File: src/hw/rtl/ssud_pkg.sv
`default_nettype none

package ssud_pkg;

  localparam int unsigned ElemW = 32;
  localparam int unsigned CntW = 6;
  localparam int unsigned IdxW = 5;
  localparam int unsigned MaxSetDepth = 32;
  localparam int unsigned DefSetDepth = 32;
  localparam int unsigned CmdFifoDepth = 2;
  localparam int unsigned OutFifoDepth = 2;
  localparam int unsigned PaddrW = 3;
  localparam int unsigned PdataW = 32;

  typedef enum logic [0:0] {
    RegOperation = 1'b0
  } reg_index_e;

  typedef enum logic [0:0] {
    OpUnion = 1'b0,
    OpDiff  = 1'b1
  } op_e;

  typedef struct packed {
    logic             set_select;
    logic [ElemW-1:0] element;
    logic             has_element;
    logic             last_of_set;
  } item_t;

  typedef struct packed {
    logic [ElemW-1:0] result_element;
    logic             result_empty;
    logic             last;
    logic             load_error;
  } result_t;

  typedef struct packed {
    logic             wr_en;
    logic             wr_sel;
    logic [IdxW-1:0]  wr_idx;
    logic [ElemW-1:0] wr_data;
    logic             merge;
    logic [CntW-1:0]  cnt_a;
    logic [CntW-1:0]  cnt_b;
    logic             err;
  } cmd_t;

endpackage

`default_nettype wire

File: src/hw/rtl/ssud_fifo.sv
`default_nettype none

module ssud_fifo #(
  parameter type T = logic,
  parameter int unsigned Depth = 2
) (
  input  wire logic clk_i,
  input  wire logic rst_ni,
  input  wire logic push_i,
  input  wire T     data_i,
  output logic      full_o,
  input  wire logic pop_i,
  output T          data_o,
  output logic      empty_o
);

  localparam int unsigned PtrW = (Depth > 1) ? $clog2(Depth) : 1;
  localparam int unsigned FillW = $clog2(Depth + 1);

  T                 mem_q [Depth];
  logic [PtrW-1:0]  wr_ptr_q, wr_ptr_d;
  logic [PtrW-1:0]  rd_ptr_q, rd_ptr_d;
  logic [FillW-1:0] fill_q, fill_d;
  logic             do_push, do_pop;

  assign full_o  = (fill_q == FillW'(Depth));
  assign empty_o = (fill_q == '0);
  assign do_push = push_i && !full_o;
  assign do_pop  = pop_i && !empty_o;
  assign data_o  = mem_q[rd_ptr_q];

  always_comb begin
    wr_ptr_d = wr_ptr_q;
    rd_ptr_d = rd_ptr_q;
    fill_d   = fill_q;
    if (do_push) begin
      wr_ptr_d = (wr_ptr_q == PtrW'(Depth - 1)) ? '0 : wr_ptr_q + PtrW'(1);
    end
    if (do_pop) begin
      rd_ptr_d = (rd_ptr_q == PtrW'(Depth - 1)) ? '0 : rd_ptr_q + PtrW'(1);
    end
    if (do_push && !do_pop) begin
      fill_d = fill_q + FillW'(1);
    end else if (do_pop && !do_push) begin
      fill_d = fill_q - FillW'(1);
    end
  end

  always_ff @(posedge clk_i or negedge rst_ni) begin
    if (!rst_ni) begin
      wr_ptr_q <= '0;
      rd_ptr_q <= '0;
      fill_q   <= '0;
    end else begin
      wr_ptr_q <= wr_ptr_d;
      rd_ptr_q <= rd_ptr_d;
      fill_q   <= fill_d;
    end
  end

  always_ff @(posedge clk_i) begin
    if (do_push) begin
      mem_q[wr_ptr_q] <= data_i;
    end
  end

endmodule

`default_nettype wire

File: src/hw/rtl/ssud_front.sv
`default_nettype none

module ssud_front #(
  parameter int unsigned SET_DEPTH = ssud_pkg::DefSetDepth
) (
  input  wire logic           clk_i,
  input  wire logic           rst_ni,
  input  wire logic           push_i,
  input  wire ssud_pkg::item_t item_i,
  output logic                full_o,
  output logic                cmd_push_o,
  output ssud_pkg::cmd_t      cmd_o,
  input  wire logic           cmd_full_i
);

  logic [ssud_pkg::CntW-1:0]  cnt_a_q, cnt_a_d, cnt_b_q, cnt_b_d;
  logic [ssud_pkg::ElemW-1:0] last_a_q, last_a_d, last_b_q, last_b_d;
  logic                       err_q, err_d;
  logic                       accept, is_b, bad, wr, err_now, trig;
  logic [ssud_pkg::CntW-1:0]  cnt_sel;
  logic [ssud_pkg::ElemW-1:0] last_sel;

  assign full_o   = cmd_full_i;
  assign accept   = push_i && !cmd_full_i;
  assign is_b     = item_i.set_select;
  assign cnt_sel  = is_b ? cnt_b_q : cnt_a_q;
  assign last_sel = is_b ? last_b_q : last_a_q;
  assign bad      = (cnt_sel >= ssud_pkg::CntW'(SET_DEPTH))
                 || ((cnt_sel != '0) && (item_i.element <= last_sel));
  assign wr       = item_i.has_element && !bad;
  assign err_now  = err_q || (item_i.has_element && bad);
  assign trig     = item_i.set_select && item_i.last_of_set;

  always_comb begin
    cmd_o.wr_en   = wr;
    cmd_o.wr_sel  = is_b;
    cmd_o.wr_idx  = cnt_sel[ssud_pkg::IdxW-1:0];
    cmd_o.wr_data = item_i.element;
    cmd_o.merge   = trig;
    cmd_o.cnt_a   = cnt_a_q + ssud_pkg::CntW'(wr && !is_b);
    cmd_o.cnt_b   = cnt_b_q + ssud_pkg::CntW'(wr && is_b);
    cmd_o.err     = err_now;
    cmd_push_o    = accept && (wr || trig);

    cnt_a_d  = cnt_a_q;
    cnt_b_d  = cnt_b_q;
    last_a_d = last_a_q;
    last_b_d = last_b_q;
    err_d    = err_q;
    if (accept) begin
      if (trig) begin
        cnt_a_d = '0;
        cnt_b_d = '0;
        err_d   = 1'b0;
      end else begin
        cnt_a_d = cmd_o.cnt_a;
        cnt_b_d = cmd_o.cnt_b;
        err_d   = err_now;
        if (wr && !is_b) begin
          last_a_d = item_i.element;
        end
        if (wr && is_b) begin
          last_b_d = item_i.element;
        end
      end
    end
  end

  always_ff @(posedge clk_i or negedge rst_ni) begin
    if (!rst_ni) begin
      cnt_a_q <= '0;
      cnt_b_q <= '0;
      err_q   <= 1'b0;
    end else begin
      cnt_a_q <= cnt_a_d;
      cnt_b_q <= cnt_b_d;
      err_q   <= err_d;
    end
  end

  always_ff @(posedge clk_i) begin
    last_a_q <= last_a_d;
    last_b_q <= last_b_d;
  end

endmodule

`default_nettype wire

File: src/hw/rtl/ssud_back.sv
`default_nettype none

module ssud_back #(
  parameter int unsigned SET_DEPTH = ssud_pkg::DefSetDepth
) (
  input  wire logic            clk_i,
  input  wire logic            rst_ni,
  input  wire logic            cmd_valid_i,
  input  wire ssud_pkg::cmd_t  cmd_i,
  output logic                 cmd_pop_o,
  input  wire ssud_pkg::op_e   op_i,
  input  wire logic            out_full_i,
  output logic                 out_push_o,
  output ssud_pkg::result_t    out_o
);

  typedef enum logic [3:0] {
    StIdle  = 4'b0001,
    StFetch = 4'b0010,
    StStep  = 4'b0100,
    StFlush = 4'b1000
  } state_e;

  state_e                     state_q, state_d;
  logic [ssud_pkg::ElemW-1:0] mem_a [SET_DEPTH];
  logic [ssud_pkg::ElemW-1:0] mem_b [SET_DEPTH];
  logic [ssud_pkg::ElemW-1:0] ra_q, rb_q;
  logic [ssud_pkg::CntW-1:0]  ia_q, ia_d, ib_q, ib_d, cnt_a_q, cnt_a_d, cnt_b_q, cnt_b_d;
  logic                       err_q, err_d, pend_valid_q, pend_valid_d;
  logic [ssud_pkg::ElemW-1:0] pend_q, pend_d;
  ssud_pkg::op_e              op_q, op_d;
  logic                       has_a, has_b, cont, emit, inc_a, inc_b;
  logic [ssud_pkg::ElemW-1:0] emit_val;

  assign has_a = ia_q < cnt_a_q;
  assign has_b = ib_q < cnt_b_q;
  assign cont  = has_a || ((op_q == ssud_pkg::OpUnion) && has_b);

  always_comb begin
    emit     = 1'b0;
    emit_val = ra_q;
    inc_a    = 1'b0;
    inc_b    = 1'b0;
    if (op_q == ssud_pkg::OpUnion) begin
      emit = 1'b1;
      if (has_a && has_b && (ra_q == rb_q)) begin
        inc_a = 1'b1;
        inc_b = 1'b1;
      end else if (has_a && (!has_b || (ra_q < rb_q))) begin
        inc_a = 1'b1;
      end else begin
        emit_val = rb_q;
        inc_b    = 1'b1;
      end
    end else begin
      if (!has_b || (ra_q < rb_q)) begin
        emit  = 1'b1;
        inc_a = 1'b1;
      end else if (ra_q == rb_q) begin
        inc_a = 1'b1;
        inc_b = 1'b1;
      end else begin
        inc_b = 1'b1;
      end
    end
  end

  always_comb begin
    state_d      = state_q;
    ia_d         = ia_q;
    ib_d         = ib_q;
    cnt_a_d      = cnt_a_q;
    cnt_b_d      = cnt_b_q;
    err_d        = err_q;
    op_d         = op_q;
    pend_valid_d = pend_valid_q;
    pend_d       = pend_q;
    cmd_pop_o    = 1'b0;
    out_push_o   = 1'b0;
    out_o        = '0;
    case (state_q)
      StIdle: begin
        if (cmd_valid_i) begin
          cmd_pop_o = 1'b1;
          if (cmd_i.merge) begin
            cnt_a_d      = cmd_i.cnt_a;
            cnt_b_d      = cmd_i.cnt_b;
            err_d        = cmd_i.err;
            op_d         = op_i;
            ia_d         = '0;
            ib_d         = '0;
            pend_valid_d = 1'b0;
            state_d      = StFetch;
          end
        end
      end
      StFetch: begin
        state_d = StStep;
      end
      StStep: begin
        if (!cont) begin
          state_d = StFlush;
        end else if (!(emit && pend_valid_q && out_full_i)) begin
          if (emit && pend_valid_q) begin
            out_push_o           = 1'b1;
            out_o.result_element = pend_q;
            out_o.load_error     = err_q;
          end
          if (emit) begin
            pend_valid_d = 1'b1;
            pend_d       = emit_val;
          end
          ia_d    = ia_q + ssud_pkg::CntW'(inc_a);
          ib_d    = ib_q + ssud_pkg::CntW'(inc_b);
          state_d = StFetch;
        end
      end
      StFlush: begin
        if (!out_full_i) begin
          out_push_o           = 1'b1;
          out_o.result_element = pend_valid_q ? pend_q : '0;
          out_o.result_empty   = !pend_valid_q;
          out_o.last           = 1'b1;
          out_o.load_error     = err_q;
          state_d              = StIdle;
        end
      end
      default: begin
        state_d = StIdle;
      end
    endcase
  end

  always_ff @(posedge clk_i or negedge rst_ni) begin
    if (!rst_ni) begin
      state_q      <= StIdle;
      ia_q         <= '0;
      ib_q         <= '0;
      cnt_a_q      <= '0;
      cnt_b_q      <= '0;
      err_q        <= 1'b0;
      op_q         <= ssud_pkg::OpUnion;
      pend_valid_q <= 1'b0;
    end else begin
      state_q      <= state_d;
      ia_q         <= ia_d;
      ib_q         <= ib_d;
      cnt_a_q      <= cnt_a_d;
      cnt_b_q      <= cnt_b_d;
      err_q        <= err_d;
      op_q         <= op_d;
      pend_valid_q <= pend_valid_d;
    end
  end

  always_ff @(posedge clk_i) begin
    pend_q <= pend_d;
    if ((state_q == StIdle) && cmd_valid_i && cmd_i.wr_en) begin
      if (cmd_i.wr_sel) begin
        mem_b[cmd_i.wr_idx] <= cmd_i.wr_data;
      end else begin
        mem_a[cmd_i.wr_idx] <= cmd_i.wr_data;
      end
    end
    ra_q <= mem_a[ia_q[ssud_pkg::IdxW-1:0]];
    rb_q <= mem_b[ib_q[ssud_pkg::IdxW-1:0]];
  end

endmodule

`default_nettype wire

File: src/hw/rtl/sorted_set_union_difference_core.sv
// Sorted set union and difference engine.
// Input items are pushed with push while full is low, one transaction per
// cycle: first the elements of set A, then those of set B, each strictly
// ascending. A transaction with set_select high and last_of_set high ends
// set B and starts the merge of both stored sets.
// Results appear at the head of an output queue: while empty is low the
// oldest result is on result_o, and pop takes it. The final result of an
// operation carries last; an empty result gives a single transaction with
// result_empty set. load_error repeats on every result of the operation.
// A merge step is a registered read of both set memories, then one
// compare; each step emits at most one result, up to 2*SET_DEPTH results
// in all. A two-entry command queue sits between the loader and the merge,
// so the next operation can begin loading while a merge runs; full rises
// only when that queue fills. When pop stays low the output queue fills
// and the merge holds its place. Reset clears counts, error flags, queues
// and the operation register (union); set memories keep their contents.
// The user must write operation over the APB port at address 0 only while
// the block is idle; the block itself does not enforce it.
`default_nettype none

module sorted_set_union_difference_core #(
  parameter int unsigned SET_DEPTH = ssud_pkg::DefSetDepth
) (
  input  wire logic                          clk_i,
  input  wire logic                          rst_ni,
  input  wire logic                          push,
  input  wire ssud_pkg::item_t               item_i,
  output logic                               full,
  output logic                               empty,
  input  wire logic                          pop,
  output ssud_pkg::result_t                  result_o,
  input  wire logic                          psel,
  input  wire logic                          penable,
  input  wire logic                          pwrite,
  input  wire logic [ssud_pkg::PaddrW-1:0]   paddr,
  input  wire logic [ssud_pkg::PdataW-1:0]   pwdata,
  output logic [ssud_pkg::PdataW-1:0]        prdata,
  output logic                               pready
);

  ssud_pkg::op_e     op_q;
  ssud_pkg::cmd_t    front_cmd, back_cmd;
  logic              cmd_push, cmd_full, cmd_empty, cmd_pop;
  logic              out_push, out_full;
  ssud_pkg::result_t out_data;
  logic              reg_hit;

  assign pready  = 1'b1;
  assign reg_hit = (ssud_pkg::reg_index_e'(paddr[2]) == ssud_pkg::RegOperation);
  assign prdata  = reg_hit ? ssud_pkg::PdataW'(op_q) : '0;

  always_ff @(posedge clk_i or negedge rst_ni) begin
    if (!rst_ni) begin
      op_q <= ssud_pkg::OpUnion;
    end else if (psel && penable && pwrite && pready && reg_hit) begin
      op_q <= ssud_pkg::op_e'(pwdata[0]);
    end
  end

  ssud_front #(
    .SET_DEPTH (SET_DEPTH)
  ) u_front (
    .clk_i      (clk_i),
    .rst_ni     (rst_ni),
    .push_i     (push),
    .item_i     (item_i),
    .full_o     (full),
    .cmd_push_o (cmd_push),
    .cmd_o      (front_cmd),
    .cmd_full_i (cmd_full)
  );

  ssud_fifo #(
    .T     (ssud_pkg::cmd_t),
    .Depth (ssud_pkg::CmdFifoDepth)
  ) u_cmd_fifo (
    .clk_i   (clk_i),
    .rst_ni  (rst_ni),
    .push_i  (cmd_push),
    .data_i  (front_cmd),
    .full_o  (cmd_full),
    .pop_i   (cmd_pop),
    .data_o  (back_cmd),
    .empty_o (cmd_empty)
  );

  ssud_back #(
    .SET_DEPTH (SET_DEPTH)
  ) u_back (
    .clk_i       (clk_i),
    .rst_ni      (rst_ni),
    .cmd_valid_i (!cmd_empty),
    .cmd_i       (back_cmd),
    .cmd_pop_o   (cmd_pop),
    .op_i        (op_q),
    .out_full_i  (out_full),
    .out_push_o  (out_push),
    .out_o       (out_data)
  );

  ssud_fifo #(
    .T     (ssud_pkg::result_t),
    .Depth (ssud_pkg::OutFifoDepth)
  ) u_out_fifo (
    .clk_i   (clk_i),
    .rst_ni  (rst_ni),
    .push_i  (out_push),
    .data_i  (out_data),
    .full_o  (out_full),
    .pop_i   (pop),
    .data_o  (result_o),
    .empty_o (empty)
  );

endmodule

`default_nettype wire

File: config.mk
export PLATFORM = sky130hd
export DESIGN_NAME = sorted_set_union_difference_core
export DESIGN_NICKNAME = d
export VERILOG_FILES = /design/src/hw/rtl/ssud_pkg.sv /design/src/hw/rtl/ssud_fifo.sv /design/src/hw/rtl/ssud_front.sv /design/src/hw/rtl/ssud_back.sv /design/src/hw/rtl/sorted_set_union_difference_core.sv
export SDC_FILE = /design/constraint.sdc
export NUM_CORES = 2
export LEC_CHECK = 0
export BUFFER_PORTS_ARGS = -buffer_cell sky130_fd_sc_hd__clkbuf_2
export CAP_MARGIN = 20
export CORE_ASPECT_RATIO = 0.8
export CORE_UTILIZATION = 50
export CTS_CLUSTER_SIZE = 30
export DETAILED_ROUTE_END_ITERATION = 8
export GPL_ROUTABILITY_DRIVEN = 0
export PLACE_DENSITY = 0.67
export SLEW_MARGIN = 5
export SYNTH_ARGS = -nofsm -noshare
export SYNTH_HDL_FRONTEND = slang
export SYNTH_SLANG_ARGS = --single-unit
export TNS_END_PERCENT = 1
File: constraint.sdc
create_clock -name clk_i -period 8.4 [get_ports clk_i]
set_input_delay 1.68 -clock clk_i [delete_from_list [all_inputs] [get_ports clk_i]]
set_output_delay 1.68 -clock clk_i [all_outputs]
set_load 0.01 [all_outputs]
==> impl_metrics.py <==
metrics = {
    "power_and_ir_drop": {
        "vdd_ir_drop_max_v": 0.0002499,
        "power_frac_clock_pct": 33.0,
        "pwr-share-comb_pct": 15.5,
        "p_per_area_nw_per_um2": 280.1,
        "finalPower_mw": 29.55,
        "seq_power_share_pct": 51.5,
        "p_sw_share_pct": 25.65,
        "power_switching_mw": 7.579,
        "p_leak_nw": 32.65,
        "intPower_mw": 21.97,
    },
    "timing": {
        "period_needed_ns": 5.165,
        "finalMaxSlewViolations": 0,
        "post-route-period-util_pct": 61.49,
        "rsz0062_at_grt": "no",
        "clock.fmax_ghz": 0.1936,
        "finClkSkew_ns": 0.03468,
        "tns_ns": 0,
        "finalSetupViolCount": 0,
        "worst_slew_pin_slew_ns": 1.155,
        "setup_ws_ns": 3.235,
        "hold_violations": 0,
        "hold_ws_ns": 0.4722,
        "maxSlewHeadroom_pct": 22.98,
    },
    "detailed_routing": {
        "drc": 2,
        "avgRoutedWirePerCell_um": 29.65,
        "finalWirelength_mm": 211.2,
        "drt_iter0_drc": 5305,
        "vias": 43450,
        "via_per_inst": 6.101,
        "ant_nets": 0,
        "dr.pass1.iters": 7,
    },
    "synth": {
        "ys_seq_area_share_pct": 76.77,
        "syn_inst": 4176,
        "synth.top_cell.area_share_pct": 73.99,
        "synthFlopType": "edfxtp_1",
        "synth-edff-count": 2320,
        "ys_types": 66,
        "async_flop_share_pct": 2.175,
        "ys_warn_count": 0,
        "syn_area_um2": 94150,
        "synth_area_leaders": "edfxtp_1 (74%), mux4_2 (15%), mux2_2 (2.1%), dfrtp_1 (1.4%), dfxtp_1 (1.4%)",
        "yosysTopAreaCell": "edfxtp_1",
        "avgSynthCellArea_um2": 22.55,
        "synth_seq_cells": 2437,
    },
    "job": {
        "drv_cap": 0,
    },
    "clock_tree": {
        "clkLatencyLatePin_ns": 0.86,
        "cts_hold_buf": 0,
        "clkTransAtPathRegs_ns": 0.07,
        "clockRootBuffer": "clkbuf_16",
        "cts.sinks": 2437,
        "cts.repair.resized": 0,
        "cts_buffers": 220,
        "clockBufferDepth": 3,
        "h-tree-depth": 4,
        "postCtsSetupRepairBufs": 0,
        "cts_tree": "built",
    },
    "placement": {
        "pre_cts_ws_ns": 2.361,
        "dp_hpwl_mm": 115.0,
        "io_buffers": 81,
    },
    "critical_path": {
        "required_ns": 8.88,
        "worst-path-max-fanout": 32,
        "start_kind": "primary input",
        "end_kind": "register",
        "worstSetupPathType": "primary input to register",
        "reg2reg_depth": 9,
        "ff2ff_setup_slack_ns": 3.74,
        "worstPathArrival_ns": 5.64,
    },
    "floorplanning": {
        "initial_core_util_pct": 50.33,
        "io_pins": 147,
        "core.rowCount": 142,
        "dieArea_um2": 190100,
        "die_x_um": 487.2,
        "fp.coreArea_um2": 187100,
        "fp.dieH_um": 390.1,
    },
    "hold_path": {
        "whs_path_depth": 1,
        "hold_class": "register to register",
    },
    "final_layout": {
        "drive_gt1_share_pct": 31.36,
        "area_growth_pct": 12.04,
        "layout.nets": 4576,
        "layout_common_cells": "edfxtp_1 (2320), mux4_2 (640), clkbuf_16 (225)",
        "finish.utilization_pct": 56.38,
        "final_common_cell": "edfxtp_1",
    },
    "global_route": {
        "grt_max_degree": 148,
        "grt_pass1_vias": 43800,
        "grt_pass1_wl_mm": 306.0,
        "overflow": 0,
        "antenna_found_initial": 1,
        "grtUsageTotal_pct": 22.50,
    },
    "outcome": {
        "outcome": "finished, violations left",
        "violations": "DRC",
    },
}
## worst max-delay path, stage by stage
cell	delay, ns
clkbuf_2	0.69
buf_4	0.41
mux2i_1	0.12
ha_1	0.29
a21oi_1	0.06
o21ai_0	0.27
a2111oi_0	0.14
a21oi_1	0.32
o2111ai_1	0.33
a21oi_4	0.77
buf_4	0.52
## cells by family after synthesis
family / after synthesis / synth area share (%)
flip-flops: 2437 / 76.77
adder cells (fa/ha/maj): 84 / 1.116
XOR/XNOR: 18 / 0.1674
AO/OA/AOI/OAI: 186 / 1.289
other: 2 / 0.007977
multiplexers: 865 / 17.93
AND/OR/NAND/NOR: 294 / 1.377
buffers and inverters: 290 / 1.348
## path summary, 6_finish.rpt
kind                                                          end                             from
max in group asynchronous              u_back.ia_q[3]$_DFFE_PN0P_                           rst_ni
worst min register to register    u_out_fifo.rd_ptr_q$_DFFE_PN0P_  u_out_fifo.rd_ptr_q$_DFFE_PN0P_
worst max-delay path            u_cmd_fifo.mem_q[0][24]$_DFFE_PP_                       item_i[34]
worst min-delay path              u_out_fifo.rd_ptr_q$_DFFE_PN0P_  u_out_fifo.rd_ptr_q$_DFFE_PN0P_
min in group asynchronous                        op_q$_DFFE_PN0P_                           rst_ni
worst max register to register  u_out_fifo.mem_q[1][22]$_DFFE_PP_       u_back.ib_q[2]$_DFFE_PN0P_
## sequential cells by signal, summed over array words and instances (netlist names), 2 cells and up
name               count
u_back.mem_a        1024
u_back.mem_b        1024
u_cmd_fifo.mem_q     106
u_out_fifo.mem_q      70
u_back.pend_q         32
u_back.ra_q           32
u_back.rb_q           32
u_front.last_a_q      32
u_front.last_b_q      32
u_back.cnt_a_q         6
u_back.cnt_b_q         6
u_back.ia_q            6
u_back.ib_q            6
u_front.cnt_a_q        6
u_front.cnt_b_q        6
u_back.state_q         4
u_cmd_fifo.fill_q      2
u_out_fifo.fill_q      2
## area by class of cell
type,count,area (µm²)
Inverter,61,229.0
Fill cell,13450,81600
Antenna cell,1,2.502
Clock buffer,272,5897
Sequential cell,2437,72310
Multi-Input combinational cell,1479,21260
Tap cell,2520,3153
Clock inverter,136,1079
Timing Repair Buffer,216,1556
## power by group through the flow
stage	logic [mW]	clock network (mW)	registers (mW)
after global routing	4.92	10.4	15.2
after global placement	4.40	0	15.5
after CTS	4.57	9.90	15.2
after floorplan	2.90	0	15.3
after detailed placement	4.55	0	15.5
final	4.58	9.76	15.2
## Yosys cell counts (4+ instances only)
cell type	n
nand3_1	13
a22o_1	6
edfxtp_1	2320
nor2_1	96
nand2_1	125
nor3_1	7
o311ai_0	4
a211oi_1	4
dfrtp_1	52
mux4_2	640
nand2b_1	7
clkbuf_1	122
mux2_2	172
nand4_1	8
ha_1	84
dfxtp_1	64
xnor2_1	11
xor2_1	7
buf_2	45
nor2b_1	7
buf_4	33
o211ai_1	10
inv_1	61
o21ai_0	40
and2_1	5
buf_1	29
nor4_1	4
o32ai_1	8
a21oi_1	70
mux2i_1	53
## routing by layer
metal | GRT usage, % | up-vias | part of all wire (%)
met5 | 0 | - | 0
met4 | 4.750 | 0 | 1.7
met3 | 3.541 | 261 | 8.2
met2 | 33.68 | 1858 | 46
met1 | 35.22 | 23410 | 44
li1 | - | 17920 | -
## metrics by stage
step / area [µm²] / instances
floorplan: 94260 / 4206
global placement: 98350 / 6705
detailed placement: 98370 / 6706
CTS: 105300 / 7114
global route: 105500 / 7121
finish: 105500 / 7122
Note: power is estimated with default switching activity, not from simulation.
